### src/hw/rtl/sapd_pkg.sv
// Shared types, constants and symbol decode for the sync and PWM symbol demodulator.
package sapd_pkg;

  localparam int SYNC_WIDTH_DEF = 16;
  localparam int CFG_DATA_W     = 16;
  localparam int CFG_IDX_W      = 1;
  localparam int FRAME_LEN_W    = 4;
  localparam int BYTE_W         = 8;
  localparam int IN_TDATA_W     = 8;

  localparam logic [CFG_IDX_W-1:0] CFG_SYNC_WORD = 1'b0;
  localparam logic [CFG_IDX_W-1:0] CFG_FRAME_LEN = 1'b1;

  localparam logic [CFG_DATA_W-1:0]  SYNC_WORD_RST = 16'h8CEF;
  localparam logic [FRAME_LEN_W-1:0] FRAME_LEN_RST = 4'd4;

  // thermometer chip patterns, first chip in the top bit
  localparam logic [3:0] CHIPS_SYM0 = 4'b1000;
  localparam logic [3:0] CHIPS_SYM1 = 4'b1100;
  localparam logic [3:0] CHIPS_SYM2 = 4'b1110;
  localparam logic [3:0] CHIPS_SYM3 = 4'b1111;

  typedef struct packed {
    logic [BYTE_W-1:0] data_byte;
    logic              last_in_frame;
    logic              symbol_error;
  } sapd_result_t;

  typedef struct packed {
    logic [1:0] sym;
    logic       bad;
  } sapd_sym_t;

  function automatic sapd_sym_t sapd_decode(input logic [3:0] chips);
    sapd_sym_t d;
    d = '0;
    unique case (chips)
      CHIPS_SYM0: d.sym = 2'd0;
      CHIPS_SYM1: d.sym = 2'd1;
      CHIPS_SYM2: d.sym = 2'd2;
      CHIPS_SYM3: d.sym = 2'd3;
      default:    d.bad = 1'b1;
    endcase
    return d;
  endfunction

endpackage

### src/hw/rtl/sapd_core.sv
// Sync hunt, chip shifting and byte assembly; one sample per cycle while take is high.
module sapd_core import sapd_pkg::*; #(
  parameter int SYNC_WIDTH = SYNC_WIDTH_DEF
) (
  input  logic                  clk,
  input  logic                  rst_n,
  input  logic                  take,
  input  logic                  sample,
  input  logic                  cfg_we,
  input  logic [CFG_IDX_W-1:0]  cfg_index,
  input  logic [CFG_DATA_W-1:0] cfg_wdata,
  output logic                  res_valid,
  output sapd_result_t          res
);

  typedef enum logic [1:0] {
    PH_IDLE,
    PH_HUNT,
    PH_DATA
  } phase_t;

  phase_t                 phase_r, phase_nxt;
  logic [SYNC_WIDTH-1:0]  sync_shift_r, sync_shift_nxt;
  logic [3:0]             chip_count_r, chip_count_nxt;
  logic [3:0]             chip_shift_r, chip_shift_nxt;
  logic [BYTE_W-1:0]      byte_accum_r, byte_accum_nxt;
  logic [FRAME_LEN_W-1:0] byte_count_r, byte_count_nxt;
  logic                   error_seen_r, error_seen_nxt;
  logic [CFG_DATA_W-1:0]  sync_word_r;
  logic [FRAME_LEN_W-1:0] frame_len_r;

  logic [SYNC_WIDTH+CFG_DATA_W-1:0] sync_ext;
  logic [SYNC_WIDTH-1:0]  sync_cmp;
  logic [SYNC_WIDTH-1:0]  shifted;
  logic [3:0]             chips;
  sapd_sym_t              dec;
  logic [BYTE_W-1:0]      accum_new;
  logic                   err_new;
  logic [FRAME_LEN_W-1:0] count_inc;
  logic                   last;

  // sync word zero-extended or truncated to the shift register width
  assign sync_ext = {{SYNC_WIDTH{1'b0}}, sync_word_r};
  assign sync_cmp = sync_ext[SYNC_WIDTH-1:0];

  always_comb begin
    shifted   = {(phase_r == PH_HUNT) ? sync_shift_r[SYNC_WIDTH-2:0]
                                      : {(SYNC_WIDTH-1){1'b0}}, sample};
    chips     = {chip_shift_r[2:0], sample};
    dec       = sapd_decode(chips);
    accum_new = byte_accum_r;
    err_new   = error_seen_r;
    if (chip_count_r[1:0] == 2'd3) begin
      accum_new = {byte_accum_r[BYTE_W-3:0], dec.sym};
      err_new   = error_seen_r | dec.bad;
    end
    count_inc = byte_count_r + 4'd1;
    last      = (count_inc == frame_len_r);

    phase_nxt      = phase_r;
    sync_shift_nxt = sync_shift_r;
    chip_count_nxt = chip_count_r;
    chip_shift_nxt = chip_shift_r;
    byte_accum_nxt = byte_accum_r;
    byte_count_nxt = byte_count_r;
    error_seen_nxt = error_seen_r;
    res_valid      = 1'b0;
    res.data_byte     = accum_new;
    res.last_in_frame = last;
    res.symbol_error  = err_new;

    if (take) begin
      unique case (phase_r)
        PH_DATA: begin
          chip_shift_nxt = (chip_count_r[1:0] == 2'd3) ? 4'd0 : chips;
          byte_accum_nxt = accum_new;
          error_seen_nxt = err_new;
          if (chip_count_r == 4'd15) begin
            res_valid      = 1'b1;
            chip_count_nxt = '0;
            byte_accum_nxt = '0;
            error_seen_nxt = 1'b0;
            byte_count_nxt = count_inc;
            if (last) begin
              phase_nxt      = PH_IDLE;
              sync_shift_nxt = '0;
              byte_count_nxt = '0;
            end
          end else begin
            chip_count_nxt = chip_count_r + 4'd1;
          end
        end
        PH_HUNT: begin
          sync_shift_nxt = shifted;
          if (shifted == sync_cmp) phase_nxt = PH_DATA;
        end
        default: begin
          // first high sample opens the hunt and is already compared
          if (sample) begin
            sync_shift_nxt = shifted;
            phase_nxt      = (shifted == sync_cmp) ? PH_DATA : PH_HUNT;
          end
        end
      endcase
    end
  end

  always_ff @(posedge clk) begin
    if (!rst_n) begin
      phase_r      <= PH_IDLE;
      sync_shift_r <= '0;
      chip_count_r <= '0;
      chip_shift_r <= '0;
      byte_accum_r <= '0;
      byte_count_r <= '0;
      error_seen_r <= 1'b0;
      sync_word_r  <= SYNC_WORD_RST;
      frame_len_r  <= FRAME_LEN_RST;
    end else begin
      phase_r      <= phase_nxt;
      sync_shift_r <= sync_shift_nxt;
      chip_count_r <= chip_count_nxt;
      chip_shift_r <= chip_shift_nxt;
      byte_accum_r <= byte_accum_nxt;
      byte_count_r <= byte_count_nxt;
      error_seen_r <= error_seen_nxt;
      if (cfg_we) begin
        unique case (cfg_index)
          CFG_SYNC_WORD: sync_word_r <= cfg_wdata;
          CFG_FRAME_LEN: frame_len_r <= cfg_wdata[FRAME_LEN_W-1:0];
          default: ;
        endcase
      end
    end
  end

endmodule

### src/hw/rtl/sapd_out_buf.sv
// Two-entry output register with skid stage; input ready is registered.
module sapd_out_buf import sapd_pkg::*; (
  input  logic         clk,
  input  logic         rst_n,
  input  logic         push,
  input  sapd_result_t push_data,
  output logic         can_take,
  output logic         out_valid,
  input  logic         out_ready,
  output sapd_result_t out_data
);

  logic         main_valid_r, main_valid_nxt;
  logic         skid_valid_r, skid_valid_nxt;
  sapd_result_t main_r, main_nxt;
  sapd_result_t skid_r, skid_nxt;
  logic         pop;

  assign pop       = main_valid_r & out_ready;
  assign out_valid = main_valid_r;
  assign out_data  = main_r;
  assign can_take  = ~skid_valid_r;

  always_comb begin
    main_valid_nxt = main_valid_r;
    skid_valid_nxt = skid_valid_r;
    main_nxt       = main_r;
    skid_nxt       = skid_r;
    if (!main_valid_r || pop) begin
      if (skid_valid_r) begin
        main_nxt       = skid_r;
        main_valid_nxt = 1'b1;
        skid_nxt       = push_data;
        skid_valid_nxt = push;
      end else begin
        main_nxt       = push_data;
        main_valid_nxt = push;
      end
    end else if (push) begin
      skid_nxt       = push_data;
      skid_valid_nxt = 1'b1;
    end
  end

  always_ff @(posedge clk) begin
    if (!rst_n) begin
      main_valid_r <= 1'b0;
      skid_valid_r <= 1'b0;
    end else begin
      main_valid_r <= main_valid_nxt;
      skid_valid_r <= skid_valid_nxt;
    end
    main_r <= main_nxt;
    skid_r <= skid_nxt;
  end

endmodule

### src/hw/rtl/sync_and_pwm_symbol_demodulator.sv
// A byte enters the output buffer (main register, or skid when main is held) as its sixteenth chip is accepted.
// Throughput: one line sample per cycle while in_tready is high; the decode state updates on each accepted item.
// in_tready drops only while both output entries (register and skid) hold unread bytes.
// Reset (rst_n low, synchronous): idle, counters cleared, output empty,
// sync word 0x8CEF and frame length 4.
module sync_and_pwm_symbol_demodulator import sapd_pkg::*; #(
  parameter int SYNC_WIDTH = SYNC_WIDTH_DEF
) (
  input  logic                  clk,
  input  logic                  rst_n,
  input  logic                  in_tvalid,
  output logic                  in_tready,
  input  logic [IN_TDATA_W-1:0] in_tdata,   // [0] line_sample, [7:1] zero
  output logic                  out_tvalid,
  input  logic                  out_tready,
  output logic [BYTE_W-1:0]     out_tdata,  // [7:0] data_byte
  output logic                  out_tlast,
  output logic                  out_tuser,  // [0] symbol_error
  input  logic                  cfg_we,
  input  logic [CFG_IDX_W-1:0]  cfg_index,
  input  logic [CFG_DATA_W-1:0] cfg_wdata
);

  logic         take;
  logic         res_valid;
  sapd_result_t res;
  sapd_result_t out_res;

  assign take = in_tvalid & in_tready;

  sapd_core #(
    .SYNC_WIDTH (SYNC_WIDTH)
  ) u_core (
    .clk       (clk),
    .rst_n     (rst_n),
    .take      (take),
    .sample    (in_tdata[0]),
    .cfg_we    (cfg_we),
    .cfg_index (cfg_index),
    .cfg_wdata (cfg_wdata),
    .res_valid (res_valid),
    .res       (res)
  );

  sapd_out_buf u_out_buf (
    .clk       (clk),
    .rst_n     (rst_n),
    .push      (res_valid),
    .push_data (res),
    .can_take  (in_tready),
    .out_valid (out_tvalid),
    .out_ready (out_tready),
    .out_data  (out_res)
  );

  assign out_tdata = out_res.data_byte;
  assign out_tlast = out_res.last_in_frame;
  assign out_tuser = out_res.symbol_error;

endmodule
### config.mk
export PLATFORM = sky130hd
export DESIGN_NAME = sync_and_pwm_symbol_demodulator
export DESIGN_NICKNAME = d
export VERILOG_FILES = /design/src/hw/rtl/sapd_pkg.sv /design/src/hw/rtl/sapd_core.sv /design/src/hw/rtl/sapd_out_buf.sv /design/src/hw/rtl/sync_and_pwm_symbol_demodulator.sv
export SDC_FILE = /design/constraint.sdc
export NUM_CORES = 1
export LEC_CHECK = 0
export BUFFER_PORTS_ARGS = -buffer_cell sky130_fd_sc_hd__buf_4
export CAP_MARGIN = 20
export CORE_MARGIN = 3
export CORE_UTILIZATION = 47
export CTS_CLUSTER_DIAMETER = 30
export DETAILED_ROUTE_END_ITERATION = 7
export PLACE_DENSITY_LB_ADDON = 0.08
export SLEW_MARGIN = 30
export SYNTH_ARGS = -nofsm -noshare
export SYNTH_HDL_FRONTEND = slang
export SYNTH_SLANG_ARGS = --single-unit
### constraint.sdc
create_clock -name clk -period 5.2 [get_ports clk]
set_clock_uncertainty 0.2 [all_clocks]
set_input_delay 0.78 -clock clk [delete_from_list [all_inputs] [get_ports clk]]
set_output_delay 0.78 -clock clk [all_outputs]
set_load 0.005 [all_outputs]
* Yosys cells after proc, flatten, opt, wreduce, memory -nomap -nowiden *
Cells that the tools add are included.

word-level totals
  register bits after elaboration = 79
  input port bits = 30

operators by class
  add/sub/neg operators = 2
  reductions and logical operators = 12
  muxes and demuxes = 31
  equality and inequality tests = 14
  bitwise gates (word level) = 5

operators by type and width
  cell                   number
  $mux W15               4
  $mux W10               4
  $pmux W15 S2           1
  $eq A4 B4 Y1 const B   5
  $eq A16 B16 Y1         1
  $mux W8                2
  $mux W1                10
  $mux W2                5
  $add A4 B1 Y4 const B  2
  $mux W4                2
  $reduce_and A2 Y1      4
  $ne A2 B1 Y1 const B   3
  $pmux W2 S3            1
  $reduce_and A5 Y1      1
  $eq A2 B2 Y1 const B   2
  $eq A4 B4 Y1           1
  $pmux W2 S2            1
  $reduce_and A4 Y1      1
  $reduce_or A4 Y1       1
  $mux W3                1
  $reduce_and A3 Y1      1
  $reduce_bool A3 Y1     1
  $and A1 B1 Y1          2
  $eq A2 B1 Y1 const B   1
  other kinds (6)        7

* Longest topological paths before layout *
  word-level depth = 7
  mapped depth = 10
  gate-level depth less buffers = 8

* Cells and area by module *
A second synthesis with hierarchy kept.

second synthesis, totals
  cells, all modules = 397
  area, all modules = 3792.4 um2

modules (own cells, without submodules)
  module                           times used  area each (um2)  seq. area each (um2)  cells an instance
  sapd_core                        1           2942.8           1141.1                355
  sapd_out_buf                     1           843.3            640.6                 41
  sync_and_pwm_symbol_demodulator  1           6.3              0.0                   1

* Worst setup path before layout *
Ideal clock, no wire load.

  kind = input port to flip-flop
  start = in in_tvalid
  end = reg u_out_buf.skid_r[0] in the netlist's numbering (enable)
  arrival = 2.072 ns
  library setup time = 0.391 ns
  required time = 4.609 ns
  slack = 2.538 ns
  stages = 3
  cell sequence = nand3b_1 -> or2_1 -> o21ai_0

on the way
  longest elaborated chain between the ends = 4

ends and longest elaborated chain
  element                       line                                   RTL
  from (decl)                   sync_and_pwm_symbol_demodulator.sv:11  input logic in_tvalid,
  $and A1 B1 Y1                 sync_and_pwm_symbol_demodulator.sv:29  assign take = in_tvalid & in_tready;
  $mux W1                       sapd_core.sv:72                        if (take) begin
  $reduce_bool A2 Y1 (no line)  -
  $reduce_and A2 Y1 (no line)   -
  to (signal assigned)          sapd_out_buf.sv:54                     skid_r <= skid_nxt;
  to (decl)                     sapd_out_buf.sv:16                     sapd_result_t skid_r, skid_nxt;

No other way between the ends.
A chain may end at the register's enable or synchronous reset.

* Worst setup path in the final report *
  start = reg u_core.phase_r[0]
  end = reg u_core.sync_shift_r[5]

on the way
  longest elaborated chain between the ends = 4
  elaborated cells between the ends (all ways) = 9

ends and longest elaborated chain
  element                 line                              RTL
  from (decl)             sapd_core.sv:22                   phase_t phase_r, phase_nxt;
  from (signal assigned)  sapd_core.sv:120                  phase_r <= phase_nxt;
  $eq A2 B1 Y1            sapd_core.sv:47, sapd_core.sv:73
  $mux W15                sapd_core.sv:47                   shifted = {(phase_r == PH_HUNT) ? sync_shift_r[SYNC_WIDTH-2:0]
  $mux W15                sapd_core.sv:99                   if (sample) begin
  $pmux W15 S2            sapd_core.sv:73                   unique case (phase_r)
  to (signal assigned)    sapd_core.sv:121                  sync_shift_r <= sync_shift_nxt;
  to (decl)               sapd_core.sv:23                   logic [SYNC_WIDTH-1:0] sync_shift_r, sync_shift_nxt;

Several ways; a longest one is shown, not always the timed one. The select of a mux whose other input is x is not followed.

==> results.md <==
* Seq/Total Area, Yosys at 49.2%
* HP Class: flip-flop to flip-flop
* Final Hold Fails at 0
* Core footprint at 0.00737 mm^2
* FFs w/ async S/R, synth at 0%
* CP required at 5270 ps
* Syn Std Cell Area at roughly 0.0036 mm^2
* Fillcell total at 695
* Ports at 42
* Main combinational cell family by area after synthesis: simple AND/OR/NAND/NOR gates
* Syn Inst Count at between 300 and 400
* Top-count cell post-synth: nand2_1
* Antenna-violating nets left at 0
* Startpoint types: flip-flop
* Total Die Area at 0.00880 mm^2
* CP Capture Type: flip-flop
* Post-CTS sizing at 0
* Avg Inst Size Synth at roughly 9.5 um^2
* Fin cells at 510
* Pre-CTS WS at between 2000 and 2500 ps
* Final GP Congestion at 0.777
* Post-CTS Setup Bufs at 0
* Max cap viols at 0
* Root buf cell: clkbuf_8
* Max-slew headroom at 50.5%
* DR vias/cell at roughly 5.3
* Post-route cell area at between 0.004 and 0.005 mm^2
* Multi-input logic area at between 0.0015 and 0.002 mm^2
* Number of distinct library cells after synthesis at 46
* Xor-xnor portion of the synthesized cell area at about 3.8%
* Die Wd at ~94 um
* Initial Utilization at between 40% and 50%
* Wirelength, routed at 7180 um
* Drt wl/cell at ~14 um
* Vias in the first global route at between 2000 and 3000
* Maximum fanout along the worst path at 19
* Max Slew Vio Count at 0
* Outcome: complete, no violations
* Adder-cell share of the synthesized area at around 1.4%
* VDD IR max at between 0.2 and 0.3 mV
* Share of cells above drive strength 1 at 19.5%
* PD cells at about 290 mW/mm^2
* Antenna diodes at 0
* Fin crit period at between 2000 and 3000 ps
* Register Area at roughly 0.0018 mm^2
* Initial DRC Count at 87
* Placed Cells at 494
* DRC at 0
* Final setup TNS at 0 ps
* Largest net degree at the start of global routing at 58
* PortBufs at 34
* Post-DP Area at ~0.0039 mm^2
* Clk Latency, worst-skew pair at 350 ps
* Period utilisation layout at a little over half
* H-Tree Depth at 3
* Hpwl dp at between 4000 and 5000 um
* Final setup fails at 0
* DR vias at ~2700
* CTS Sinks at 79
* Initial antenna violation count at 0
* Number of synthesized flops with an enable pin at 20
* Global-route wire length before repair at roughly 12000 um
* Synth top area share at roughly 33%
* Gr ovfl total at 0
* F_max at approximately 360 MHz
* Synth area leader: dfxtp_1
* TritonCTS clock tree: done
* Mapped Nets at about 410
* Top_reg_cell synth: dfxtp_1
* Crit path arrival time at ~2800 ps
* Total CTS buffers at 9
* Num rows at 31
* Area Overhead vs Synth at 14.1%
* Yosys reg bits at ~80
* Slew @ Worst Pin at around 740 ps
* Leakage at roughly 1.6 nW
* GRT Util Overall at between 10% and 20%
* Die Y-Extent at between 90 and 100 um
* Post-Synth Simple-Gate Area at a little over a fifth
* Type of the worst setup path: flip-flop to flip-flop
* RSZ-0062 raised after global routing: false
* Final net count at 440
* Hold_ws at about 280 ps
* Number of detailed-route iterations in the first pass at 4
* Hold-fix buffers at CTS at 0
* Compound-Gate Fraction of Synth Area at ~16%
* Clock-pin slew of the registers on the worst-case setup and hold paths at approximately 80 ps
* Most frequent cells after synthesis: 67 x nand2_1, 59 x dfxtp_1, 33 x nand3_1
* Final WS setup at between 2000 and 2500 ps
* Yosys warning count at 0
* Mux contribution to synthesized area at about 4.7%
* Top cells by area, synth: dfxtp_1 33%, edfxtp_1 17%, nand2_1 6.9%, mux2_2 4.7%, nand3_1 4.6%
* Clock tree buffer depth at 2
## logic make-up (layout without fill, tap and decap cells)
family	Yosys count	count (layout)
compound gates	79	79
xor+xnor	14	14
fa+ha+maj	4	4
buf+inv	32	63
flops	79	79
mux	15	15
simple gates	157	157
## sequential cells by signal, summed over array words and instances, names as in the netlist, 3 cells and up
name,count
u_core.frame_len_r,4
u_core.sync_cmp,16
u_core.chip_count_r,4
u_out_buf.out_data,10
u_core.byte_count_r,4
u_core.sync_shift_r,15
u_out_buf.skid_r,10
u_core.chip_shift_r,3
u_core.byte_accum_r,8
## routing by layer
metal	vias to the layer above	GRT usage (%)	routed length [um]
li1	1391	-	-
met1	1272	22.4	3210
met2	45	29.9	3640
met3	7	4.81	268
met4	0	3.97	67
met5	-	0	0
## worst max-delay path: stages, from the launching register on
cell and delay (ps):
dfxtp_1 340, inv_1 70, ha_1 240, nand3b_1 540, nor2_2 460, a21o_1 520, nand3_1 160, a21boi_1 160
## cells in the final DEF (no fill, tap or decap), types with 2 or more instances in the layout
| cell type | instances |
|---|---|
| nand2_1 | 67 |
| dfxtp_1 | 59 |
| buf_4 | 36 |
| nand3_1 | 33 |
| edfxtp_1 | 20 |
| mux2_2 | 15 |
| nor2_1 | 15 |
| nor2b_1 | 14 |
| a22oi_1 | 14 |
| o21ai_0 | 13 |
| a21boi_1 | 13 |
| inv_1 | 11 |
| a21boi_0 | 11 |
| clkbuf_8 | 9 |
| xnor2_1 | 8 |
| xor2_1 | 5 |
| a21oi_1 | 4 |
| and4bb_1 | 4 |
| a31o_2 | 4 |
| o21a_1 | 4 |
| nor3b_1 | 4 |
| ha_1 | 4 |
| nand2b_1 | 3 |
| nand4_1 | 3 |
| o22ai_1 | 3 |
| and3_1 | 3 |
| inv_6 | 3 |
| nor2_2 | 2 |
| o31ai_1 | 2 |
| a21o_1 | 2 |
| and2_1 | 2 |
| o2111ai_1 | 2 |
## stage by stage
stage	utilization (%)	total power, mW
CTS	56.0	1.21
finish	56.1	1.19
global placement	53.3	0.747
global route	56.1	1.25
floorplan	-	0.720
detailed placement	53.3	0.749
## layout make-up
| type | instances | area share, % |
|---|---|---|
| tap | 99 | 3.00 |
| clock buffer | 9 | 3.00 |
| clock inverter | 7 | 1.88 |
| inverter | 11 | 0.999 |
| timing repair buffer | 36 | 6.54 |
| sequential | 79 | 43.1 |
| multi-input combinational | 269 | 41.5 |
## report_power, final
group | total, mW | internal (mW) | leakage (nW) | switching, mW
Sequential | 0.648 | 0.637 | 0.709 | 0.0110
Clock | 0.460 | 0.227 | 0.101 | 0.234
Combinational | 0.0862 | 0.0359 | 0.793 | 0.0503
Total | 1.19 | 0.900 | 1.60 | 0.295
## path summary, 6_finish.rpt
check,start,to,slack [ps],depth (start not counted)
setup / recovery,u_core.phase_r[0],u_core.sync_shift_r[5],2450,7
hold / removal,u_core.sync_shift_r[6],u_core.sync_shift_r[6],280,2
setup reg to reg,u_core.phase_r[0],u_core.sync_shift_r[5],2450,7
hold reg to reg,u_core.sync_shift_r[6],u_core.sync_shift_r[6],280,2
(Power assumes the default switching activity.)
